## src/hw/rtl/dms_pkg.sv

```systemverilog
// dms_pkg: types and constants shared by the drift mobility step unit
// depends on nothing; used by dms_ctrl, dms_dp and drift_mobility_step_unit
package dms_pkg;

    localparam logic [1:0] CMD_TICK     = 2'd0;
    localparam logic [1:0] CMD_LOAD_POS = 2'd1;
    localparam logic [1:0] CMD_LOAD_BASE = 2'd2;
    localparam logic [1:0] CMD_LOAD_CUR = 2'd3;

    localparam logic [2:0] REG_ALPHA  = 3'd0;
    localparam logic [2:0] REG_TICK   = 3'd1;
    localparam logic [2:0] REG_BOUNDS = 3'd2;
    localparam logic [2:0] REG_LIM_X  = 3'd3;
    localparam logic [2:0] REG_LIM_Y  = 3'd4;
    localparam logic [2:0] REG_LIM_Z  = 3'd5;
    localparam logic [2:0] REG_AMPS   = 3'd6;

    localparam int CFG_W = 48;

    typedef struct packed {
        logic [1:0]         command;
        logic signed [15:0] noise_x;
        logic signed [15:0] noise_y;
        logic signed [15:0] noise_z;
        logic signed [31:0] load_x;
        logic signed [31:0] load_y;
        logic signed [31:0] load_z;
    } t_in;

    typedef struct packed {
        logic signed [31:0] pos_x;
        logic signed [31:0] pos_y;
        logic signed [31:0] pos_z;
        logic signed [23:0] speed_x;
        logic signed [23:0] speed_y;
        logic signed [23:0] speed_z;
        logic [2:0]         reflected;
    } t_out;

    // datapath micro-step codes
    localparam logic [2:0] OP_LOAD  = 3'd0;
    localparam logic [2:0] OP_NOISE = 3'd1;
    localparam logic [2:0] OP_MIXA  = 3'd2;
    localparam logic [2:0] OP_MIXB  = 3'd3;
    localparam logic [2:0] OP_STEP  = 3'd4;
    localparam logic [2:0] OP_POS   = 3'd5;

    typedef struct packed {
        logic       en;
        logic [2:0] op;
        logic [1:0] axis;
        logic       capture;
        logic       clr_refl;
    } t_cmd;

endpackage

```

## src/hw/rtl/dms_ctrl.sv

```systemverilog
// dms_ctrl: sequencer for the drift mobility step unit
// depends on dms_pkg; issues datapath steps per axis, owns the handshake
module dms_ctrl #(
    parameter int AXES = 3
) (
    input  logic          i_clk,
    input  logic          i_rst_n,
    input  logic          i_in_valid,
    output logic          o_in_stall,
    input  logic [1:0]    i_command,
    output logic          o_out_valid,
    input  logic          i_out_stall,
    output dms_pkg::t_cmd o_cmd
);

    localparam logic [1:0] S_IDLE = 2'd0;
    localparam logic [1:0] S_RUN  = 2'd1;
    localparam logic [1:0] S_OUT  = 2'd2;
    localparam logic [1:0] LAST_AXIS = 2'(AXES - 1);

    logic [1:0] r_state, n_state;
    logic [2:0] r_op, n_op;
    logic [1:0] r_axis, n_axis;
    logic       r_load, n_load;
    logic       accept;

    assign o_in_stall  = (r_state != S_IDLE);
    assign o_out_valid = (r_state == S_OUT);
    assign accept      = i_in_valid && (r_state == S_IDLE);

    // next state and step counters
    always_comb begin
        n_state = r_state;
        n_op    = r_op;
        n_axis  = r_axis;
        n_load  = r_load;
        case (r_state)
            S_IDLE: begin
                if (accept) begin
                    n_state = S_RUN;
                    n_axis  = 2'd0;
                    n_load  = (i_command != dms_pkg::CMD_TICK);
                    n_op    = (i_command != dms_pkg::CMD_TICK) ? dms_pkg::OP_LOAD
                                                               : dms_pkg::OP_NOISE;
                end
            end
            S_RUN: begin
                if (r_load || r_op == dms_pkg::OP_POS) begin
                    if (r_axis == LAST_AXIS) begin
                        n_state = S_OUT;
                    end else begin
                        n_axis = r_axis + 2'd1;
                        n_op   = r_load ? dms_pkg::OP_LOAD : dms_pkg::OP_NOISE;
                    end
                end else begin
                    n_op = r_op + 3'd1;
                end
            end
            S_OUT: begin
                if (!i_out_stall) n_state = S_IDLE;
            end
            default: n_state = S_IDLE;
        endcase
    end

    // commands to the datapath
    always_comb begin
        o_cmd.en       = (r_state == S_RUN);
        o_cmd.op       = r_op;
        o_cmd.axis     = r_axis;
        o_cmd.capture  = accept;
        o_cmd.clr_refl = accept;
    end

    always_ff @(posedge i_clk) begin
        if (!i_rst_n) begin
            r_state <= S_IDLE;
            r_op    <= dms_pkg::OP_LOAD;
            r_axis  <= 2'd0;
            r_load  <= 1'b0;
        end else begin
            r_state <= n_state;
            r_op    <= n_op;
            r_axis  <= n_axis;
            r_load  <= n_load;
        end
    end

endmodule

```

## src/hw/rtl/dms_dp.sv

```systemverilog
// dms_dp: datapath of the drift mobility step unit, one shared multiplier
// depends on dms_pkg; holds state, config registers and the request latch
module dms_dp #(
    parameter int AXES = 3
) (
    input  logic                  i_clk,
    input  logic                  i_rst_n,
    input  logic                  i_cfg_we,
    input  logic [2:0]            i_cfg_index,
    input  logic [dms_pkg::CFG_W-1:0] i_cfg_data,
    input  dms_pkg::t_in          i_in_data,
    input  dms_pkg::t_cmd         i_cmd,
    output dms_pkg::t_out         o_out_data
);

    localparam logic signed [63:0] SPD_MAX = 64'sd8388607;
    localparam logic signed [63:0] SPD_MIN = -64'sd8388608;
    localparam logic signed [63:0] POS_MAX = 64'sd2147483647;
    localparam logic signed [63:0] POS_MIN = -64'sd2147483648;

    // config registers
    logic [16:0] r_alpha;
    logic [15:0] r_tick;
    logic [2:0]  r_bounds;
    logic [30:0] r_lim [3];
    logic [47:0] r_amps;

    // state
    logic signed [31:0] r_pos  [AXES];
    logic signed [23:0] r_cur  [AXES];
    logic signed [23:0] r_base [AXES];
    logic [2:0]         r_refl;

    // request latch and intermediates
    dms_pkg::t_in       r_req;
    logic signed [41:0] r_acc;
    logic signed [26:0] r_drive;

    function automatic logic signed [23:0] sat24(input logic signed [63:0] v);
        if (v > SPD_MAX) return 24'sh7FFFFF;
        if (v < SPD_MIN) return -24'sh800000;
        return v[23:0];
    endfunction

    // per-axis selections
    logic [1:0]          ax;
    logic signed [15:0]  nz;
    logic signed [31:0]  ld;
    logic [15:0]         amp;
    logic [16:0]         a_eff;
    logic [30:0]         lim;
    logic signed [31:0]  pos_c;
    logic signed [23:0]  cur_c, base_c;

    assign ax = i_cmd.axis;
    always_comb begin
        case (ax)
            2'd0: begin nz = r_req.noise_x; ld = r_req.load_x; amp = r_amps[15:0]; end
            2'd1: begin nz = r_req.noise_y; ld = r_req.load_y; amp = r_amps[31:16]; end
            default: begin nz = r_req.noise_z; ld = r_req.load_z; amp = r_amps[47:32]; end
        endcase
        lim    = r_lim[ax];
        pos_c  = r_pos[ax];
        cur_c  = r_cur[ax];
        base_c = r_base[ax];
        a_eff  = (r_alpha > 17'd65536) ? 17'd65536 : r_alpha;
    end

    // shared multiplier operands
    logic signed [26:0] mul_a;
    logic signed [17:0] mul_b;
    logic signed [44:0] prod;
    always_comb begin
        case (i_cmd.op)
            dms_pkg::OP_NOISE: begin mul_a = 27'(nz);      mul_b = $signed({2'b0, amp}); end
            dms_pkg::OP_MIXA:  begin mul_a = 27'(cur_c);   mul_b = $signed({1'b0, a_eff}); end
            dms_pkg::OP_MIXB:  begin
                mul_a = r_drive;
                mul_b = $signed({1'b0, 17'(17'd65536 - a_eff)});
            end
            dms_pkg::OP_STEP:  begin mul_a = 27'(cur_c);   mul_b = $signed({2'b0, r_tick}); end
            default:           begin mul_a = '0;           mul_b = '0; end
        endcase
        prod = mul_a * mul_b;
    end

    // reflection on the new position
    logic signed [33:0] np, lims, refl_np;
    logic               hit;
    logic signed [23:0] step_cur;
    always_comb begin
        np   = 34'(pos_c) + 34'(r_acc >>> 16);
        lims = $signed({3'b0, lim});
        hit  = 1'b0;
        refl_np = np;
        if (r_bounds[ax]) begin
            if (ax != 2'd2) begin
                if (np > lims) begin refl_np = 2 * lims - np; hit = 1'b1; end
                else if (np < 0) begin refl_np = -np; hit = 1'b1; end
            end else begin
                if (np < -lims) begin refl_np = -2 * lims - np; hit = 1'b1; end
                else if (np > 0) begin refl_np = -np; hit = 1'b1; end
            end
        end
        step_cur = cur_c;
    end

    // config writes
    always_ff @(posedge i_clk) begin
        if (!i_rst_n) begin
            r_alpha  <= '0;
            r_tick   <= 16'd256;
            r_bounds <= 3'd6;
            r_lim[0] <= '0;
            r_lim[1] <= '0;
            r_lim[2] <= '0;
            r_amps   <= '0;
        end else if (i_cfg_we) begin
            case (i_cfg_index)
                dms_pkg::REG_ALPHA:  r_alpha  <= i_cfg_data[16:0];
                dms_pkg::REG_TICK:   r_tick   <= i_cfg_data[15:0];
                dms_pkg::REG_BOUNDS: r_bounds <= i_cfg_data[2:0];
                dms_pkg::REG_LIM_X:  r_lim[0] <= i_cfg_data[30:0];
                dms_pkg::REG_LIM_Y:  r_lim[1] <= i_cfg_data[30:0];
                dms_pkg::REG_LIM_Z:  r_lim[2] <= i_cfg_data[30:0];
                dms_pkg::REG_AMPS:   r_amps   <= i_cfg_data[47:0];
                default: ;
            endcase
        end
    end

    // request latch
    always_ff @(posedge i_clk) begin
        if (i_cmd.capture) r_req <= i_in_data;
    end

    // sequenced datapath steps
    always_ff @(posedge i_clk) begin
        if (!i_rst_n) begin
            for (int i = 0; i < AXES; i++) begin
                r_pos[i]  <= '0;
                r_cur[i]  <= '0;
                r_base[i] <= '0;
            end
            r_refl <= '0;
        end else begin
            if (i_cmd.clr_refl) r_refl <= '0;
            if (i_cmd.en) begin
                case (i_cmd.op)
                    dms_pkg::OP_LOAD: begin
                        case (r_req.command)
                            dms_pkg::CMD_LOAD_POS:  r_pos[ax]  <= ld;
                            dms_pkg::CMD_LOAD_BASE: r_base[ax] <= sat24(64'(ld));
                            default:                r_cur[ax]  <= sat24(64'(ld));
                        endcase
                    end
                    dms_pkg::OP_NOISE: begin
                        // drive = base + round(amp*noise / 2^7)
                        r_drive <= 27'(base_c) + 27'((prod + 45'sd64) >>> 7);
                    end
                    dms_pkg::OP_MIXA: r_acc <= 42'(prod);
                    dms_pkg::OP_MIXB: begin
                        r_cur[ax] <= sat24(64'((r_acc + 42'(prod) + 42'sd32768) >>> 16));
                    end
                    dms_pkg::OP_STEP: r_acc <= 42'(prod) + 42'sd32768;
                    dms_pkg::OP_POS: begin
                        if (refl_np > 34'(POS_MAX)) r_pos[ax] <= 32'sh7FFFFFFF;
                        else if (refl_np < 34'(POS_MIN)) r_pos[ax] <= 32'sh80000000;
                        else r_pos[ax] <= refl_np[31:0];
                        if (hit) begin
                            r_cur[ax]  <= sat24(-64'(step_cur));
                            r_base[ax] <= sat24(-64'(base_c));
                            r_refl[ax] <= 1'b1;
                        end
                    end
                    default: ;
                endcase
            end
        end
    end

    // result fields, missing axes read as zero
    always_comb begin
        o_out_data = '0;
        o_out_data.pos_x   = r_pos[0];
        o_out_data.speed_x = r_cur[0];
        if (AXES > 1) begin
            o_out_data.pos_y   = r_pos[(AXES > 1) ? 1 : 0];
            o_out_data.speed_y = r_cur[(AXES > 1) ? 1 : 0];
        end
        if (AXES > 2) begin
            o_out_data.pos_z   = r_pos[(AXES > 2) ? 2 : 0];
            o_out_data.speed_z = r_cur[(AXES > 2) ? 2 : 0];
        end
        o_out_data.reflected = r_refl;
    end

endmodule

```

## src/hw/rtl/drift_mobility_step_unit.sv

```systemverilog
// drift_mobility_step_unit: top level, Gauss-Markov drift step with reflection
// a tick request runs five datapath steps per axis in turn (noise, mix A, mix B, step,
// position), the first four sharing one multiplier; a load runs one load step per axis
// a new request is stalled until the result of the last one has been taken,
// and the result holds until taken
// synchronous active-low reset: positions and speeds zero, config to defaults
module drift_mobility_step_unit #(
    parameter int AXES = 3
) (
    input  logic                  i_clk,
    input  logic                  i_rst_n,
    input  logic                  i_cfg_we,
    input  logic [2:0]            i_cfg_index,
    input  logic [dms_pkg::CFG_W-1:0] i_cfg_data,
    input  logic                  i_in_valid,
    output logic                  o_in_stall,
    input  dms_pkg::t_in          i_in_data,
    output logic                  o_out_valid,
    input  logic                  i_out_stall,
    output dms_pkg::t_out         o_out_data
);

    dms_pkg::t_cmd cmd;

    dms_ctrl #(.AXES(AXES)) u_ctrl (
        .i_clk       (i_clk),
        .i_rst_n     (i_rst_n),
        .i_in_valid  (i_in_valid),
        .o_in_stall  (o_in_stall),
        .i_command   (i_in_data.command),
        .o_out_valid (o_out_valid),
        .i_out_stall (i_out_stall),
        .o_cmd       (cmd)
    );

    dms_dp #(.AXES(AXES)) u_dp (
        .i_clk       (i_clk),
        .i_rst_n     (i_rst_n),
        .i_cfg_we    (i_cfg_we),
        .i_cfg_index (i_cfg_index),
        .i_cfg_data  (i_cfg_data),
        .i_in_data   (i_in_data),
        .i_cmd       (cmd),
        .o_out_data  (o_out_data)
    );

endmodule
```

## config.mk

```make
export PLATFORM = sky130hd
export DESIGN_NAME = drift_mobility_step_unit
export DESIGN_NICKNAME = d
export VERILOG_FILES = /design/src/hw/rtl/dms_pkg.sv /design/src/hw/rtl/dms_ctrl.sv /design/src/hw/rtl/dms_dp.sv /design/src/hw/rtl/drift_mobility_step_unit.sv
export SDC_FILE = /design/constraint.sdc
export NUM_CORES = 2
export LEC_CHECK = 0
export BUFFER_PORTS_ARGS = -buffer_cell sky130_fd_sc_hd__buf_2
export CORE_ASPECT_RATIO = 1.75
export CORE_MARGIN = 8
export CORE_UTILIZATION = 45
export CTS_BUF_LIST = sky130_fd_sc_hd__clkbuf_2 sky130_fd_sc_hd__clkbuf_4 sky130_fd_sc_hd__clkbuf_8
export CTS_CLUSTER_DIAMETER = 50
export DETAILED_ROUTE_END_ITERATION = 7
export GPL_ROUTABILITY_DRIVEN = 0
export GPL_TIMING_DRIVEN = 0
export SKIP_LAST_GASP = 1
export SYNTH_ARGS = -nofsm -noshare
export SYNTH_HDL_FRONTEND = slang
export SYNTH_SLANG_ARGS = --single-unit
```

## constraint.sdc

```tcl
create_clock -name i_clk -period 11.1 [get_ports i_clk]
set_input_delay 1.11 -clock i_clk [delete_from_list [all_inputs] [get_ports i_clk]]
set_output_delay 1.11 -clock i_clk [all_outputs]
set_load 0.03 [all_outputs]
```

# [Word-level counts from Yosys, hierarchy flattened]
# Memories as Yosys holds them, arrays and structs flattened. A register that Yosys moved wholly into a read port is not among the register bits.
# Cells that the tools add are included.
[totals] regBits=310 latch_bits=0 ramBits=333 rom_bits=0 inputBits=202 output_inout_bits=173 wordCells=327 memories=4
[mem_list] memory="u_dp.r_pos" depth=3 width=32 read_ports=4 rd_ports_with_merged_regs=1 write_ports=3 line_no="dms_dp.sv:29" rtl="logic signed [31:0] r_pos [AXES];"
[mem_list] memory="u_dp.r_lim" depth=3 width=31 read_ports=1 rd_ports_with_merged_regs=1 write_ports=3 line_no="dms_dp.sv:25" rtl="logic [30:0] r_lim [3];"
[mem_list] memory="u_dp.r_base" depth=3 width=24 read_ports=1 rd_ports_with_merged_regs=1 write_ports=3 line_no="dms_dp.sv:31" rtl="logic signed [23:0] r_base [AXES];"
[mem_list] memory="u_dp.r_cur" depth=3 width=24 read_ports=4 rd_ports_with_merged_regs=1 write_ports=3 line_no="dms_dp.sv:30" rtl="logic signed [23:0] r_cur [AXES];"
[classes] n_addsub=16 mul=1 n_div=0 n_lt_le_gt_ge=17 eq_ne=24 n_shift=0 muxes=211 bitwise_logic=10 n_reduce_logical=26
[op_table] op="$mux W24" count=42
[op_table] op="$mux W34" count=6
[op_table] op="$gt A64 B24 Y1 const B" count=2
[op_table] op="$lt A64 B24 Y1 const B" count=2
[op_table] op="$mux W32" count=4
[op_table] op="$neg A24 Y64" count=2
[op_table] op="$mux W1" count=118
[op_table] op="$mux W31" count=3
[op_table] op="$pmux W42 S2" count=1
[op_table] op="$pmux W27 S3" count=1
[op_table] op="$pmux W17 S4" count=1
[op_table] op="$pmux W16 S2" count=2
[op_table] op="$pmux W32 S2" count=1
[op_table] op="$gt A48 B24 Y1 const B" count=1
[op_table] op="$lt A48 B24 Y1 const B" count=1
[op_table] op="$reduce_or A24 Y1" count=2
[op_table] op="$add A43 B17 Y44 const B" count=1
[op_table] op="$add A42 B42 Y43" count=1
[op_table] op="$add A42 B17 Y42 const B" count=1
[op_table] op="$mul A27 B18 Y42" count=1
[op_table] op="$mux W2" count=18
[op_table] op="$add A34 B8 Y34 const B" count=1
[op_table] op="$gt A34 B1 Y1 const B" count=1
[op_table] op="$gt A34 B32 Y1" count=1
[op_table] op="other kinds (46)" count=91

# [Longest topological paths before layout]
[logic_depth] ltp_word=24 ltp_mapped=55 ltp_nobuf=51

# [Cells and area by module]
# From an unflattened synthesis, not the netlist that was laid out.
[hier_totals] cells_unflattened=6668 area_unflattened_um2=63235.6
[by_module_without_submodules] mod="dms_dp" n_inst=1 cells_each=6610 area_per_inst_um2=62733.9 seq_area_each_um2=20599.8
[by_module_without_submodules] mod="dms_ctrl" n_inst=1 cells_each=58 area_per_inst_um2=501.7 seq_area_each_um2=160.2

# [Least setup slack after synthesis]
# No wires, ideal clock.
[synth_path] kind="register to register" startpoint="register u_dp.r_alpha[2]" endpoint="memory u_dp.r_cur[0][10] (data pin)" setup_ps=265 arrival_ps=11087 t_required_ps=10835 setup_slack_ps=-252 path_stages_with_launch=51 path_buffers=4 period_less_slack_ps=11352 path_cell_list="dfxtp_1 -> nor2_1 -> or4b_2 -> or3_1 -> o21ai_1 -> and2_0 -> clkbuf_1 -> a221oi_1 -> o21ai_0 -> nor2b_1 -> clkbuf_1 -> clkbuf_1 -> nand2_1 -> fa_1 -> inv_1 -> fa_1 -> fa_1 -> inv_1 -> [15 not listed] -> xnor2_1 -> ha_1 -> ha_1 -> a21o_1 -> a21o_1 -> a21o_1 -> a21oi_1 -> nor2_1 -> o21ai_0 -> nand2b_1 -> a211oi_1 -> a21oi_1 -> nand4b_1 -> o22ai_1 -> nor2b_1 -> buf_2 -> a221o_1 -> nor2_1"
[synth_rtl] element="start: declaration" line_no="dms_dp.sv:22" rtl="logic [16:0] r_alpha;"
[synth_rtl] element="start signal: assignment" line_no="dms_dp.sv:120" rtl="dms_pkg::REG_ALPHA: r_alpha <= i_cfg_data[16:0];"
[synth_rtl] element="end: declaration" line_no="dms_dp.sv:30"

==> metrics.log <==
[metrics] outcome: complete, but fails checks
[metrics] failing checks: design-rule violations, max-capacitance violations, max-slew violations, negative setup slack
[metrics] capture point of the critical path: u_dp.r_cur[2][8]
[metrics] Switching Power: 3.25 mW
[metrics] proportion of layout cells with a drive suffix above 1: 0.205
[metrics] largest net degree at the start of global routing: 38
[metrics] Ports: 375
[metrics] clock root cell: sky130_fd_sc_hd__clkbuf_8
[metrics] I/O Buffers: 374
[metrics] H-tree depth reported by CTS: 3
[metrics] worst reg2reg startpoint: u_ctrl.r_op[1]
[metrics] final hold slack: 372 ps
[metrics] number of antenna-violating nets in the routed design: 0
[metrics] pin slew with the least headroom to its limit: 1680 ps
[metrics] mean cell area of the mapped netlist: 9.65 um2
[metrics] share of the yosys chip area belonging to registers: 0.337
[metrics] final worst-path cycle share: 1.01
[metrics] crit start category: flop
[metrics] maximum clock skew at final layout: 104 ps
[metrics] switching fraction of total power: 0.381
[metrics] Distinct cells, synth: 106
[metrics] Post-synth top flop: sky130_fd_sc_hd__edfxtp_1
[metrics] number of violations reported at the end of detailed-routing iteration 0: 5,801
[metrics] fraction of registers with async set/reset: 0
[metrics] synthesis-to-layout area growth: 18.7%
[metrics] endpoint arrival time on the critical path: 11,860 ps
[metrics] number of rows created at floorplan: 180
[metrics] path length in cells of the critical path: 45
[metrics] max_cap viols: 4
[metrics] final worst slack: -156 ps
[metrics] Clk pwr share: 0.280
[metrics] total clock buffers created by CTS: 108
[metrics] flop2flop setup slack: -160 ps
[metrics] total iterations of the first detailed-routing run: 8
[metrics] fraction of power consumed by sequential logic: 0.369
[metrics] setup-violating endpoint count in the final report: 92
[metrics] total power of the final layout: 8.53 mW
[metrics] Crit Path Category: flop to flop
[metrics] vias post-DR: 55.1k
[metrics] maximum fanout count along the critical path: 10
[metrics] cell with the largest stage delay on the worst path: sky130_fd_sc_hd__fa_2
[metrics] post-synthesis cell count: 6,397
[metrics] clock insertion delay at the later pin of the skew report: 910 ps
[metrics] global-route track usage on met1: 0.353
[metrics] CTS tree: done
[metrics] Floorplan Core Area: 0.137 mm2
[metrics] count of state elements after synthesis: 725
[metrics] worst hold-check path type: input pin to flop
[metrics] required time of the critical path: 11,710 ps
[metrics] number of global-route vias before repair: 55.7k
[metrics] Top cell by count, worst path: sky130_fd_sc_hd__fa_1
[metrics] residual overflow from global routing: 0
[metrics] Setup Total Neg Slack: -7430 ps
[metrics] Overall Global Routing Usage: 0.350
[metrics] vertical die dimension: 506 um
[metrics] area of the die: 0.150 mm2
[metrics] CP Capture Type: flop
[metrics] wire length of the first global-routing pass: 377 mm
[metrics] static leakage: 30.6 nW
[metrics] final HPWL from detailed placement: 215 mm
[metrics] post-detailed-route via-to-cell ratio: 6.14
[metrics] number of cell instances on the worst register-to-register path: 45
[metrics] internal power: 5.28 mW
[metrics] met3 Resource Use GR: 0.0906
[metrics] areal power density over the cells: 116 mW/mm2
[metrics] share of power burned in combinational logic: 0.351
[metrics] highest attainable clock frequency: 0.0888 GHz
[metrics] clk sink count: 725
[metrics] min cycle time layout: 11,260 ps
[metrics] routing usage on met2: 0.579
[metrics] post-detailed-route wirelength per cell: 30.0 um
[metrics] drc violations: 24
[metrics] most utilized layer in the global route result: met2
[metrics] sum of routed wire length over all layers: 269 mm
[metrics] clock-pin slew of the registers on the worst-case setup and hold paths: 70 ps
[metrics] count of nets after finishing: 8,087
[metrics] clock buffer depth: 3
[metrics] starting density of the core: 0.451
[metrics] maximum cell stage delay along the critical path: 580 ps
[metrics] x dimension of the die: 296 um
[metrics] count of filler cells inserted in the layout: 12.7k
[metrics] Buf/Inv on CP: 12
[metrics] endpoint of the worst-slack reg-to-reg timing path: u_dp.r_cur[2][8]
[metrics] Critical Path Start: u_ctrl.r_op[1]
[metrics] Post-Synthesis Net Count: 7,432
[metrics] synth warn: 0
[metrics] number of enable flip-flop cells after synthesis: 628
[metrics] RSZ-0062 raised after global routing: true
[metrics] Final Hold Viols: 0
[metrics] worst ir drop on vdd: 0.106 mV
[metrics] area of the mapped netlist: 0.0617 mm2
[metrics] crit-path leading delay family: adder cells
[metrics] antenna violations before repair: 26
[metrics] worst rel slew slack: -0.118
[metrics] number of max-slew violations in the final report: 13
## worst register-to-register path: cells and delay by family, from the launching register on
family | cells | cell delay (ps)
adders and majority gates | 10 | 4390
AOI/OAI and AO/OA | 14 | 2630
buffers and inverters | 12 | 1840
and+or+nand+nor | 8 | 1470
DFF | 1 | 400
xor gates and xnor gates | 1 | 360
## kinds of logic after synthesis
group | count (synthesis) | share of synthesized area
AO/OA/AOI/OAI | 1369 | 0.150
buffers and inverters | 997 | 0.0619
adder cells (fa/ha/maj) | 833 | 0.221
AND/OR/NAND/NOR | 2038 | 0.150
XOR/XNOR | 299 | 0.0424
flip-flops | 725 | 0.337
multiplexers | 136 | 0.0382
## worst min path at each step
stage / slack, ps / endpoint / from / depth (start not counted)
after floorplan: 440 / u_dp.r_tick[1] / u_dp.r_tick[1] / 2
after global placement: 440 / u_dp.r_amps[12] / u_dp.r_amps[12] / 2
after detailed placement: 450 / u_dp.r_amps[8] / u_dp.r_amps[8] / 2
after CTS: 310 / u_dp.r_req[22] / i_in_data[22] / 1
after global routing: 350 / u_dp.r_req[49] / i_in_data[49] / 1
final: 370 / u_dp.r_req[33] / i_in_data[33] / 1
## Yosys cell counts, drive strengths merged (48+ instances only)
master | number | area [um2]
a211oi | 71 | 543
a21o | 132 | 991
a21oi | 434 | 2180
and2 | 86 | 538
buf | 77 | 370
clkbuf | 225 | 846
dfxtp | 97 | 1940
edfxtp | 628 | 18900
fa | 429 | 8590
ha | 404 | 5050
inv | 695 | 2610
mux2i | 48 | 480
mux4 | 79 | 1780
nand2 | 741 | 2780
nand2b | 63 | 394
nand3 | 90 | 450
nand4 | 55 | 344
nor2 | 639 | 2400
nor2b | 55 | 344
nor3 | 100 | 527
o21ai | 177 | 893
o32ai | 64 | 561
xnor2 | 212 | 1860
xor2 | 87 | 762
## repair_timing
action                     CTS  global route
resized for setup          517           313
gates cloned                 6             4
buffers inserted           106            61
hold buffers                 0             0
hold endpoints to repair     0             0
setup endpoints to repair  565           508
pin swaps                   75           158
## cells in the final DEF, fill, tap and decap left out, types with 81 or more instances in the layout
cell type                  count
sky130_fd_sc_hd__xnor2_1     192
sky130_fd_sc_hd__buf_2       405
sky130_fd_sc_hd__a21oi_1     375
sky130_fd_sc_hd__dfxtp_1      91
sky130_fd_sc_hd__and2_1       81
sky130_fd_sc_hd__nand2_1     723
sky130_fd_sc_hd__inv_1       665
sky130_fd_sc_hd__clkbuf_8    123
sky130_fd_sc_hd__o21ai_0     147
sky130_fd_sc_hd__nor3_1       89
sky130_fd_sc_hd__clkbuf_1    108
sky130_fd_sc_hd__a21o_1      127
sky130_fd_sc_hd__buf_4       163
sky130_fd_sc_hd__nor2_1      600
sky130_fd_sc_hd__ha_1        367
sky130_fd_sc_hd__fa_1        413
sky130_fd_sc_hd__edfxtp_1    628
## registers in the layout, summed over array words and instances, names as in the netlist, 3 cells and up, named ones only
register,cells
u_ctrl.r_op,3
u_dp.r_acc,42
u_dp.r_alpha,17
u_dp.r_amps,48
u_dp.r_base,96
u_dp.r_bounds,3
u_dp.r_cur,96
u_dp.r_drive,27
u_dp.r_lim,93
u_dp.r_pos,128
u_dp.r_refl,3
u_dp.r_req,146
u_dp.r_tick,16
## area by class of cell
class                   count  area (um2)  area share
flip-flops and latches    725       20800       0.284
clock buffers             154        1850      0.0252
inverters                 695        2620      0.0357
clock inverters            46         494     0.00674
well taps                1820        2280      0.0311
repair buffers            575        3900      0.0532
multi-input cells        4679       39600       0.540
diodes                     13        32.5    0.000444
plain buffers             268        1770      0.0241
## power by group through the flow
| stage | registers (mW) | logic [mW] | clock network (mW) |
|---|---|---|---|
| final | 3.15 | 2.99 | 2.39 |
| after CTS | 3.14 | 2.77 | 2.40 |
| after detailed placement | 3.20 | 2.64 | 0 |
| after global placement | 3.21 | 2.58 | 0 |
| after global routing | 3.15 | 3.11 | 2.51 |
| after floorplan | 3.24 | 1.63 | 0 |
## per-stage QoR
step | util | setup slack [ps] | instance area (um2) | cells
floorplan | - | 6.47 | 61800 | 6397
global placement | 0.481 | -4650 | 65900 | 8591
detailed placement | 0.485 | -4890 | 66400 | 8617
CTS | 0.523 | -200 | 71700 | 8902
global route | 0.535 | -450 | 73300 | 8969
finish | 0.535 | -156 | 73300 | 8975
## layer usage
metal / routed length [um] / vias to the layer above
met5: 84 / -
met4: 33900 / 12
met3: 23800 / 1227
met2: 127000 / 3181
met1: 84400 / 27000
li1: - / 23700
Note: power is estimated with default switching activity, not from simulation.
